==> src/design/stb_pkg.sv <==
// Shared types and constants for the software timer bank.
// Used by stb_ctrl, stb_datapath and software_timer_bank; no dependencies.
`default_nettype none

package stb_pkg;

   localparam int NUM_TIMERS = 12;
   localparam int IDX_W      = (NUM_TIMERS > 1) ? $clog2(NUM_TIMERS) : 1;
   localparam int SLOT_W     = 4;
   localparam int CMD_W      = 3;
   localparam int KIND_W     = 2;
   localparam int DATA_W     = 32;
   localparam int PROD_W     = 2 * DATA_W;

   // Reciprocals for amount / 10 and amount / 10000, exact over 32-bit inputs.
   localparam logic [DATA_W-1:0] MS_RECIP = 32'hCCCC_CCCD;
   localparam int                MS_SHIFT = 35;
   localparam logic [DATA_W-1:0] US_RECIP = 32'hD1B7_1759;
   localparam int                US_SHIFT = 45;

   typedef enum logic [CMD_W-1:0] {
      CMD_TICK        = 3'd0,
      CMD_ALLOC       = 3'd1,
      CMD_SET_HANDLER = 3'd2,
      CMD_ARM_MS      = 3'd3,
      CMD_ARM_US      = 3'd4,
      CMD_DISARM      = 3'd5,
      CMD_RELEASE     = 3'd6
   } cmd_type;

   typedef enum logic [KIND_W-1:0] {
      KIND_OK      = 2'd0,
      KIND_REFUSED = 2'd1,
      KIND_EXPIRED = 2'd2
   } kind_type;

   typedef enum logic [1:0] {
      OP_TICK,
      OP_ARM,
      OP_SIMPLE
   } op_class_type;

   typedef struct packed {
      logic capture;
      logic do_tick;
      logic do_mul;
      logic do_arm;
      logic do_single;
      logic scan_eval;
      logic cnt_clear;
      logic cnt_inc;
      logic emit_expiry;
      logic emit_idle;
   } ctl_type;

   typedef struct packed {
      op_class_type op_class;
      logic         out_free;
      logic         cnt_at_end;
      logic         mask_empty;
      logic         mask_hit;
      logic         hit_last;
   } stat_type;

endpackage

`default_nettype wire

==> src/design/stb_ctrl.sv <==
// Sequencing state machine for the software timer bank.
// Depends on stb_pkg; drives stb_datapath through ctl_type commands.
`default_nettype none

module stb_ctrl
   import stb_pkg::*;
(
   input  logic     clock,
   input  logic     reset,
   input  logic     req_valid,
   output logic     req_ready,
   input  stat_type stat,
   output ctl_type  ctl
);

   typedef enum logic [2:0] {
      S_IDLE,
      S_DECODE,
      S_ARM,
      S_SCAN,
      S_EMIT
   } state_type;

   state_type state_ff;
   state_type state_in;

   always_comb begin
      state_in  = state_ff;
      ctl       = '0;
      req_ready = 1'b0;
      case (state_ff)
         S_IDLE: begin
            req_ready = 1'b1;
            if (req_valid) begin
               ctl.capture = 1'b1;
               state_in    = S_DECODE;
            end
         end
         S_DECODE: begin
            case (stat.op_class)
               OP_TICK: begin
                  ctl.do_tick   = 1'b1;
                  ctl.cnt_clear = 1'b1;
                  state_in      = S_SCAN;
               end
               OP_ARM: begin
                  ctl.do_mul = 1'b1;
                  state_in   = S_ARM;
               end
               default: begin
                  if (stat.out_free) begin
                     ctl.do_single = 1'b1;
                     state_in      = S_IDLE;
                  end
               end
            endcase
         end
         S_ARM: begin
            if (stat.out_free) begin
               ctl.do_arm = 1'b1;
               state_in   = S_IDLE;
            end
         end
         S_SCAN: begin
            ctl.scan_eval = 1'b1;
            if (stat.cnt_at_end) begin
               ctl.cnt_clear = 1'b1;
               state_in      = S_EMIT;
            end else begin
               ctl.cnt_inc = 1'b1;
            end
         end
         S_EMIT: begin
            if (stat.mask_empty) begin
               if (stat.out_free) begin
                  ctl.emit_idle = 1'b1;
                  state_in      = S_IDLE;
               end
            end else if (!stat.mask_hit) begin
               ctl.cnt_inc = 1'b1;
            end else if (stat.out_free) begin
               ctl.emit_expiry = 1'b1;
               if (stat.hit_last) begin
                  state_in = S_IDLE;
               end else begin
                  ctl.cnt_inc = 1'b1;
               end
            end
         end
         default: begin
            state_in = S_IDLE;
         end
      endcase
   end

   always_ff @(posedge clock) begin
      if (reset) begin
         state_ff <= S_IDLE;
      end else begin
         state_ff <= state_in;
      end
   end

endmodule

`default_nettype wire

==> src/design/stb_datapath.sv <==
// Slot storage, tick counter, tick conversion and result register.
// Depends on stb_pkg; sequenced by stb_ctrl.
`default_nettype none

module stb_datapath
   import stb_pkg::*;
(
   input  logic               clock,
   input  logic               reset,
   input  ctl_type            ctl,
   output stat_type           stat,
   input  logic [CMD_W-1:0]   req_command,
   input  logic [SLOT_W-1:0]  req_timer_index,
   input  logic [DATA_W-1:0]  req_amount,
   input  logic               req_periodic,
   input  logic               req_handler_present,
   output logic               rsp_valid,
   input  logic               rsp_ready,
   output logic [KIND_W-1:0]  rsp_kind,
   output logic [SLOT_W-1:0]  rsp_slot,
   output logic [DATA_W-1:0]  rsp_cookie,
   output logic               rsp_last
);

   // captured item
   logic [CMD_W-1:0]  cmd_ff, cmd_in;
   logic [SLOT_W-1:0] idx_ff, idx_in;
   logic [DATA_W-1:0] amount_ff, amount_in;
   logic              per_ff, per_in;
   logic              present_ff, present_in;

   // timer state
   logic [DATA_W-1:0]     tick_ff, tick_in;
   logic [NUM_TIMERS-1:0] used_ff, used_in;
   logic [NUM_TIMERS-1:0] armed_ff, armed_in;
   logic [NUM_TIMERS-1:0] periodic_ff, periodic_in;
   logic [NUM_TIMERS-1:0] handler_ff, handler_in;
   logic [DATA_W-1:0]     period_ff [NUM_TIMERS];
   logic [DATA_W-1:0]     period_in [NUM_TIMERS];
   logic [DATA_W-1:0]     due_ff    [NUM_TIMERS];
   logic [DATA_W-1:0]     due_in    [NUM_TIMERS];
   logic [DATA_W-1:0]     cookie_ff [NUM_TIMERS];
   logic [DATA_W-1:0]     cookie_in [NUM_TIMERS];

   // scan and conversion
   logic [NUM_TIMERS-1:0] mask_ff, mask_in;
   logic [IDX_W-1:0]      cnt_ff, cnt_in;
   logic [PROD_W-1:0]     prod_ff, prod_in;

   // result register
   logic              rsp_valid_ff, rsp_valid_in;
   logic [KIND_W-1:0] rsp_kind_ff, rsp_kind_in;
   logic [SLOT_W-1:0] rsp_slot_ff, rsp_slot_in;
   logic [DATA_W-1:0] rsp_cookie_ff, rsp_cookie_in;
   logic              rsp_last_ff, rsp_last_in;

   logic                  idx_ok;
   logic [IDX_W-1:0]      idx_sel;
   logic                  free_found;
   logic [IDX_W-1:0]      free_idx;
   logic [DATA_W-1:0]     recip;
   logic [DATA_W-1:0]     quot;
   logic [DATA_W-1:0]     ticks;
   logic [DATA_W-1:0]     elapsed;
   logic                  slot_live;
   logic [NUM_TIMERS-1:0] mask_upper;
   logic                  out_free;
   logic                  load;

   assign idx_ok  = {1'b0, idx_ff} < (SLOT_W + 1)'(NUM_TIMERS);
   assign idx_sel = idx_ff[IDX_W-1:0];
   assign out_free = !rsp_valid_ff || rsp_ready;

   always_comb begin
      free_found = 1'b0;
      free_idx   = '0;
      for (int i = NUM_TIMERS - 1; i >= 0; i--) begin
         if (!used_ff[i]) begin
            free_found = 1'b1;
            free_idx   = IDX_W'(i);
         end
      end
   end

   assign recip = (cmd_ff == CMD_ARM_MS) ? MS_RECIP : US_RECIP;
   assign quot  = (cmd_ff == CMD_ARM_MS) ? DATA_W'(prod_ff >> MS_SHIFT)
                                         : DATA_W'(prod_ff >> US_SHIFT);
   assign ticks = (quot == '0) ? DATA_W'(1) : quot;

   assign elapsed    = tick_ff - due_ff[cnt_ff];
   assign slot_live  = used_ff[cnt_ff] && armed_ff[cnt_ff] && handler_ff[cnt_ff];
   assign mask_upper = mask_ff >> cnt_ff;

   always_comb begin
      stat.op_class = OP_SIMPLE;
      case (cmd_ff)
         CMD_TICK: stat.op_class = OP_TICK;
         CMD_ARM_MS, CMD_ARM_US: stat.op_class = idx_ok ? OP_ARM : OP_SIMPLE;
         default: stat.op_class = OP_SIMPLE;
      endcase
      stat.out_free   = out_free;
      stat.cnt_at_end = cnt_ff == IDX_W'(NUM_TIMERS - 1);
      stat.mask_empty = mask_ff == '0;
      stat.mask_hit   = mask_ff[cnt_ff];
      stat.hit_last   = (mask_upper >> 1) == '0;
   end

   always_comb begin
      cmd_in        = cmd_ff;
      idx_in        = idx_ff;
      amount_in     = amount_ff;
      per_in        = per_ff;
      present_in    = present_ff;
      tick_in       = tick_ff;
      used_in       = used_ff;
      armed_in      = armed_ff;
      periodic_in   = periodic_ff;
      handler_in    = handler_ff;
      period_in     = period_ff;
      due_in        = due_ff;
      cookie_in     = cookie_ff;
      mask_in       = mask_ff;
      cnt_in        = cnt_ff;
      prod_in       = prod_ff;
      rsp_kind_in   = rsp_kind_ff;
      rsp_slot_in   = rsp_slot_ff;
      rsp_cookie_in = rsp_cookie_ff;
      rsp_last_in   = rsp_last_ff;
      load          = 1'b0;

      if (ctl.capture) begin
         cmd_in     = req_command;
         idx_in     = req_timer_index;
         amount_in  = req_amount;
         per_in     = req_periodic;
         present_in = req_handler_present;
      end

      if (ctl.do_tick) begin
         tick_in = tick_ff + DATA_W'(1);
         mask_in = '0;
      end

      if (ctl.do_mul) begin
         prod_in = PROD_W'(amount_ff) * PROD_W'(recip);
      end

      if (ctl.do_arm) begin
         period_in[idx_sel]   = ticks;
         due_in[idx_sel]      = tick_ff + ticks;
         periodic_in[idx_sel] = per_ff;
         armed_in[idx_sel]    = 1'b1;
         load                 = 1'b1;
         rsp_kind_in          = KIND_OK;
         rsp_slot_in          = idx_ff;
         rsp_cookie_in        = '0;
         rsp_last_in          = 1'b1;
      end

      if (ctl.do_single) begin
         load          = 1'b1;
         rsp_kind_in   = KIND_OK;
         rsp_slot_in   = idx_ff;
         rsp_cookie_in = '0;
         rsp_last_in   = 1'b1;
         if (cmd_ff == CMD_ALLOC) begin
            if (free_found) begin
               used_in[free_idx]    = 1'b1;
               armed_in[free_idx]   = 1'b0;
               handler_in[free_idx] = 1'b0;
               rsp_slot_in          = SLOT_W'(free_idx);
            end else begin
               rsp_kind_in = KIND_REFUSED;
               rsp_slot_in = '0;
            end
         end else if (!idx_ok) begin
            rsp_kind_in = KIND_REFUSED;
         end else begin
            case (cmd_ff)
               CMD_SET_HANDLER: begin
                  handler_in[idx_sel] = present_ff;
                  cookie_in[idx_sel]  = amount_ff;
               end
               CMD_DISARM: begin
                  armed_in[idx_sel] = 1'b0;
               end
               CMD_RELEASE: begin
                  armed_in[idx_sel]   = 1'b0;
                  used_in[idx_sel]    = 1'b0;
                  handler_in[idx_sel] = 1'b0;
               end
               default: begin
                  rsp_kind_in = KIND_REFUSED;
               end
            endcase
         end
      end

      if (ctl.scan_eval && slot_live && !elapsed[DATA_W-1]) begin
         mask_in[cnt_ff] = 1'b1;
         if (periodic_ff[cnt_ff]) begin
            due_in[cnt_ff] = tick_ff + period_ff[cnt_ff];
         end else begin
            armed_in[cnt_ff] = 1'b0;
         end
      end

      if (ctl.emit_expiry) begin
         load          = 1'b1;
         rsp_kind_in   = KIND_EXPIRED;
         rsp_slot_in   = SLOT_W'(cnt_ff);
         rsp_cookie_in = cookie_ff[cnt_ff];
         rsp_last_in   = stat.hit_last;
      end

      if (ctl.emit_idle) begin
         load          = 1'b1;
         rsp_kind_in   = KIND_OK;
         rsp_slot_in   = '0;
         rsp_cookie_in = '0;
         rsp_last_in   = 1'b1;
      end

      if (ctl.cnt_clear) begin
         cnt_in = '0;
      end else if (ctl.cnt_inc) begin
         cnt_in = cnt_ff + IDX_W'(1);
      end

      rsp_valid_in = load || (rsp_valid_ff && !rsp_ready);
   end

   always_ff @(posedge clock) begin
      if (reset) begin
         tick_ff      <= '0;
         used_ff      <= '0;
         armed_ff     <= '0;
         periodic_ff  <= '0;
         handler_ff   <= '0;
         mask_ff      <= '0;
         cnt_ff       <= '0;
         rsp_valid_ff <= 1'b0;
      end else begin
         tick_ff      <= tick_in;
         used_ff      <= used_in;
         armed_ff     <= armed_in;
         periodic_ff  <= periodic_in;
         handler_ff   <= handler_in;
         mask_ff      <= mask_in;
         cnt_ff       <= cnt_in;
         rsp_valid_ff <= rsp_valid_in;
      end
   end

   always_ff @(posedge clock) begin
      cmd_ff        <= cmd_in;
      idx_ff        <= idx_in;
      amount_ff     <= amount_in;
      per_ff        <= per_in;
      present_ff    <= present_in;
      period_ff     <= period_in;
      due_ff        <= due_in;
      cookie_ff     <= cookie_in;
      prod_ff       <= prod_in;
      rsp_kind_ff   <= rsp_kind_in;
      rsp_slot_ff   <= rsp_slot_in;
      rsp_cookie_ff <= rsp_cookie_in;
      rsp_last_ff   <= rsp_last_in;
   end

   assign rsp_valid  = rsp_valid_ff;
   assign rsp_kind   = rsp_kind_ff;
   assign rsp_slot   = rsp_slot_ff;
   assign rsp_cookie = rsp_cookie_ff;
   assign rsp_last   = rsp_last_ff;

endmodule

`default_nettype wire

==> src/design/software_timer_bank.sv <==
// Software timer bank: one item per command, results on the rsp_ channel.
// Allocate, set handler, disarm, release and refusals give their result from the
// decode state; arm adds one registered multiply stage before its result.
// Tick: a scan over every slot, then an emit pass over the hits, one slot per
// cycle through the shared slot read port, the emit pass holding while the result register is full; one item in flight.
// Synchronous reset clears the tick count, all slot flags and the result valid.
`default_nettype none

module software_timer_bank
   import stb_pkg::*;
(
   input  logic               clock,
   input  logic               reset,
   input  logic               req_valid,
   output logic               req_ready,
   input  logic [CMD_W-1:0]   req_command,
   input  logic [SLOT_W-1:0]  req_timer_index,
   input  logic [DATA_W-1:0]  req_amount,
   input  logic               req_periodic,
   input  logic               req_handler_present,
   output logic               rsp_valid,
   input  logic               rsp_ready,
   output logic [KIND_W-1:0]  rsp_kind,
   output logic [SLOT_W-1:0]  rsp_slot,
   output logic [DATA_W-1:0]  rsp_cookie,
   output logic               rsp_last
);

   ctl_type  ctl;
   stat_type stat;

   stb_ctrl u_ctrl (
      .clock     (clock),
      .reset     (reset),
      .req_valid (req_valid),
      .req_ready (req_ready),
      .stat      (stat),
      .ctl       (ctl)
   );

   stb_datapath u_datapath (
      .clock               (clock),
      .reset               (reset),
      .ctl                 (ctl),
      .stat                (stat),
      .req_command         (req_command),
      .req_timer_index     (req_timer_index),
      .req_amount          (req_amount),
      .req_periodic        (req_periodic),
      .req_handler_present (req_handler_present),
      .rsp_valid           (rsp_valid),
      .rsp_ready           (rsp_ready),
      .rsp_kind            (rsp_kind),
      .rsp_slot            (rsp_slot),
      .rsp_cookie          (rsp_cookie),
      .rsp_last            (rsp_last)
   );

   // one item at a time
   a_one_in_flight: assert property (@(posedge clock) disable iff (reset)
      req_valid && req_ready |=> !req_ready)
      else $error("item accepted while another is in progress");

   a_single_result_last: assert property (@(posedge clock) disable iff (reset)
      rsp_valid && (rsp_kind != KIND_EXPIRED) |-> rsp_last)
      else $error("non-expiry result without last");

   a_expired_slot_range: assert property (@(posedge clock) disable iff (reset)
      rsp_valid && (rsp_kind == KIND_EXPIRED) |->
         ({1'b0, rsp_slot} < (SLOT_W + 1)'(NUM_TIMERS)))
      else $error("expiry reported for a slot beyond the bank");

   a_no_accept_before_last: assert property (@(posedge clock) disable iff (reset)
      rsp_valid && !rsp_last |-> !req_ready)
      else $error("ready raised before the final result of an item");

endmodule

`default_nettype wire

==> config.mk <==
export PLATFORM = sky130hd
export DESIGN_NAME = software_timer_bank
export DESIGN_NICKNAME = d
export VERILOG_FILES = /design/src/design/stb_pkg.sv /design/src/design/stb_ctrl.sv /design/src/design/stb_datapath.sv /design/src/design/software_timer_bank.sv
export SDC_FILE = /design/constraint.sdc
export NUM_CORES = 2
export LEC_CHECK = 0
export BUFFER_PORTS_ARGS = -buffer_cell sky130_fd_sc_hd__buf_4
export CAP_MARGIN = 20
export CORE_ASPECT_RATIO = 2
export CORE_MARGIN = 3
export CORE_UTILIZATION = 60
export CTS_BUF_LIST = sky130_fd_sc_hd__clkbuf_16
export CTS_CLUSTER_SIZE = 8
export DETAILED_ROUTE_END_ITERATION = 8
export PLACE_DENSITY_LB_ADDON = 0.15
export SLEW_MARGIN = 40
export SYNTH_ARGS = -nofsm -noshare
export SYNTH_HDL_FRONTEND = slang
export SYNTH_SLANG_ARGS = --single-unit
==> constraint.sdc <==
create_clock -name clock -period 11.44 [get_ports clock]
set_input_delay 2.288 -clock clock [delete_from_list [all_inputs] [get_ports clock]]
set_output_delay 2.288 -clock clock [all_outputs]
set_load 0.02 [all_outputs]
==> impl_metrics.toml <==
[sta]
min_period_ns = 10.86
max_freq_ghz = 0.0921
skew_ns = 0.104
setup_violations = 0
tightest_slew_ns = 0.959
final_hold_viol_count = 0
finalSetupTns_ns = 0
whs_ns = 0.456
slew_headroom_pct = 36.0
maxSlewViolCount = 0
fin_ws_ns = 0.583
rsz0062_at_grt = "false"
fin_crit_sh_pct = 94.9

[hold_path]
hp-class = "reg -> reg"

[yosys]
ys_warn_count = 0
synth_edf_count = 802
syn_area_um2 = 82200
synth-seq-cells = 1325
synthCells = 7122
synthFlopType = "edfxtp_1"
ys_types = 82
async_reset_ff_share_pct = 0
synth.avg_cell_area_um2 = 11.5
yosysSeqAreaShare_pct = 42.1

[finish]
nets = 8339
regArea_um2 = 34600
fin_util_pct = 66.7
drive_gt1_share_pct = 12.0
areaGrowthSynthToFinish_pct = 10.3
multi_input_area_um2 = 43200
fill_cells = 10200

[floorplanning]
die_area_um2 = 142000
ios = 86
die_w_um = 268
fp.dieH_um = 529
start_util_pct = 60.5
rows = 191
placeableCoreArea_um2 = 136000

[route]
routed_wl_um = 294000
drt_iter0_drc = 6024
vias_per_cell = 6.60
vias = 59400
dr.pass1.iters = 6
drc = 0
avgRoutedWirePerCell_um = 32.7
ant_nets = 0

[outcome]
status = "finished clean"

[placement]
place_congestion = 1.16
pre_cts_ws_ns = 0.995
dp_hpwl_um = 212000
placement.io_buffers = 85

[worst_setup_path]
path_max_fanout = 23
crit_path_frequent_cell = "fa_1"
worstPathRequired_ns = 11.97
r2r_slack_ns = 0.58
critPathKind = "reg -> reg"
critPathMaxStageDelay_ns = 0.84
cp_slowest_cell = "fa_1"
cp-end-kind = "flip-flop"
crit_arrival_ns = 11.38
crit_path_start_kind = "flip-flop"

[grt]
grt_pass1_vias = 62300
grt-ovfl-total = 0
grt_max_degree = 139
antenna_found_initial = 12
grt_pass1_wl_um = 422000
track_usage_pct = 42.2

[clock_tree]
post_cts_buffers = 0
path_clk_slew_ns = 0.05
worstSkewPairLatency_ns = 0.87
cts-root-buf = "clkbuf_16"
cts_sinks = 1325
cts_tree = "done"
cts_buffer_depth = 4
hold_buffers = 0
numCtsBuffers = 192
post_cts_resized = 0
h-tree-depth = 4

[job]
cap_violations = 0
## path summary, 6_finish.rpt
check,start,endpoint,cells past startpoint
worst min register to register,u_datapath.periodic_ff[11],u_datapath.periodic_ff[11],2
worst max-delay path,u_datapath.cmd_ff[2],u_datapath.prod_ff[63],25
worst min-delay path,u_datapath.periodic_ff[11],u_datapath.periodic_ff[11],2
worst max register to register,u_datapath.cmd_ff[2],u_datapath.prod_ff[63],25
## area by class of cell
cell class	instances	area share, %
Clock inverter	102	0.559
Antenna cell	8	0.0221
Tap cell	1737	2.40
Inverter	882	3.66
Clock buffer	192	5.30
Timing Repair Buffer	248	2.25
Multi-Input combinational cell	4506	47.6
Sequential cell	1325	38.2
## cells by family (layout without fill, tap and decap cells)
kind of cell	Yosys count	after routing	synth area share, %
flip-flops	1325	1325	42.1
multiplexers	391	391	9.10
AND/OR/NAND/NOR	1403	1403	7.48
AO/OA/AOI/OAI	1397	1397	10.5
buffers and inverters	1323	1424	6.20
XOR/XNOR	142	142	1.51
adder cells (fa/ha/maj)	1139	1139	23.1
other	2	42	0.00914
## through the flow
step,instance area (µm²),instances
4_1_cts,90500,8989
3_5_place_dp,85200,8695
2_1_floorplan,82300,7154
3_3_place_gp,84700,8688
5_1_grt,90600,8994
6_report,90600,9000
## flip-flops by register name, indices dropped and copies added, names as in the netlist, 3 cells and up
signal / cells
u_datapath.due_ff: 384
u_datapath.cmd_ff: 3
u_datapath.idx_ff: 4
u_datapath.used_ff: 12
u_datapath.tick_ff: 32
u_datapath.armed_ff: 12
u_datapath.period_ff: 348
u_datapath.handler_ff: 12
u_datapath.mask_ff: 12
u_datapath.amount_ff: 32
u_datapath.cookie_ff: 384
u_datapath.periodic_ff: 12
u_datapath.cnt_ff: 4
u_datapath.rsp_cookie: 32
u_datapath.rsp_slot: 4
u_datapath.prod_ff: 29
u_ctrl.state_ff: 3
## synth_stat cells (all sizes together), types with 11 or more instances
cell | n | area share [%]
o32ai | 13 | 0.14
o21ai | 193 | 1.2
or2 | 22 | 0.17
a311oi | 11 | 0.12
or3 | 18 | 0.14
nor3 | 41 | 0.37
nor4 | 14 | 0.12
and3 | 52 | 0.40
o211ai | 33 | 0.30
clkbuf | 295 | 1.3
dfxtp | 523 | 13
nand2b | 15 | 0.11
a2111oi | 11 | 0.12
mux4 | 284 | 7.8
xor2 | 68 | 0.72
nand2 | 576 | 2.6
o21bai | 13 | 0.12
fa | 628 | 15
mux2i | 104 | 1.3
a21o | 74 | 0.68
nand4 | 40 | 0.30
a21oi | 593 | 3.6
ha | 511 | 7.8
buf | 146 | 0.82
nand3 | 59 | 0.36
a211oi | 275 | 2.5
edfxtp | 802 | 29
a31oi | 19 | 0.14
and2 | 44 | 0.34
nor2b | 22 | 0.17
nor2 | 484 | 2.2
a22oi | 50 | 0.46
o21a | 17 | 0.16
inv | 881 | 4.0
o22ai | 16 | 0.12
o211a | 24 | 0.29
xnor2 | 74 | 0.79
## critical path: cells and delay by family, from the launching register on
family | cells | cell delay (ns)
buffers and inverters | 5 | 0.65
AOI/OAI and AO/OA | 5 | 1.81
xor gates and xnor gates | 1 | 0.14
adders and majority gates | 9 | 5.13
DFF | 1 | 0.61
and+or+nand+nor | 5 | 2.12
## routing by layer
layer / up-vias / wire length, µm / track usage, %
met5: - / 47 / 0
met4: 8 / 39400 / 44.5
met3: 1443 / 22700 / 10.0
met2: 3510 / 145000 / 70.9
met1: 29500 / 86600 / 40.5
li1: 24900 / - / -
## cell usage in the layout (no fill, tap or decap), types with 24 or more instances in the layout
| cell type | instances |
|---|---|
| xnor2_1 | 54 |
| nand2_1 | 576 |
| o211ai_1 | 33 |
| a21oi_1 | 592 |
| ha_1 | 511 |
| conb_1 | 34 |
| a21o_1 | 74 |
| clkbuf_16 | 192 |
| nor2_1 | 467 |
| nand3_1 | 52 |
| and3_1 | 51 |
| buf_4 | 229 |
| fa_1 | 628 |
| dfxtp_1 | 519 |
| xor2_1 | 46 |
| and2_1 | 42 |
| nor3_1 | 28 |
| edfxtp_1 | 802 |
| mux2i_1 | 104 |
| a211oi_1 | 274 |
| nand4_1 | 40 |
| o211a_1 | 24 |
| inv_1 | 958 |
| mux4_2 | 284 |
| o21ai_0 | 174 |
| a22oi_1 | 50 |
Power is not shown: default switching activity piles up to over one toggle a cycle in this logic, so the estimate is an artifact.
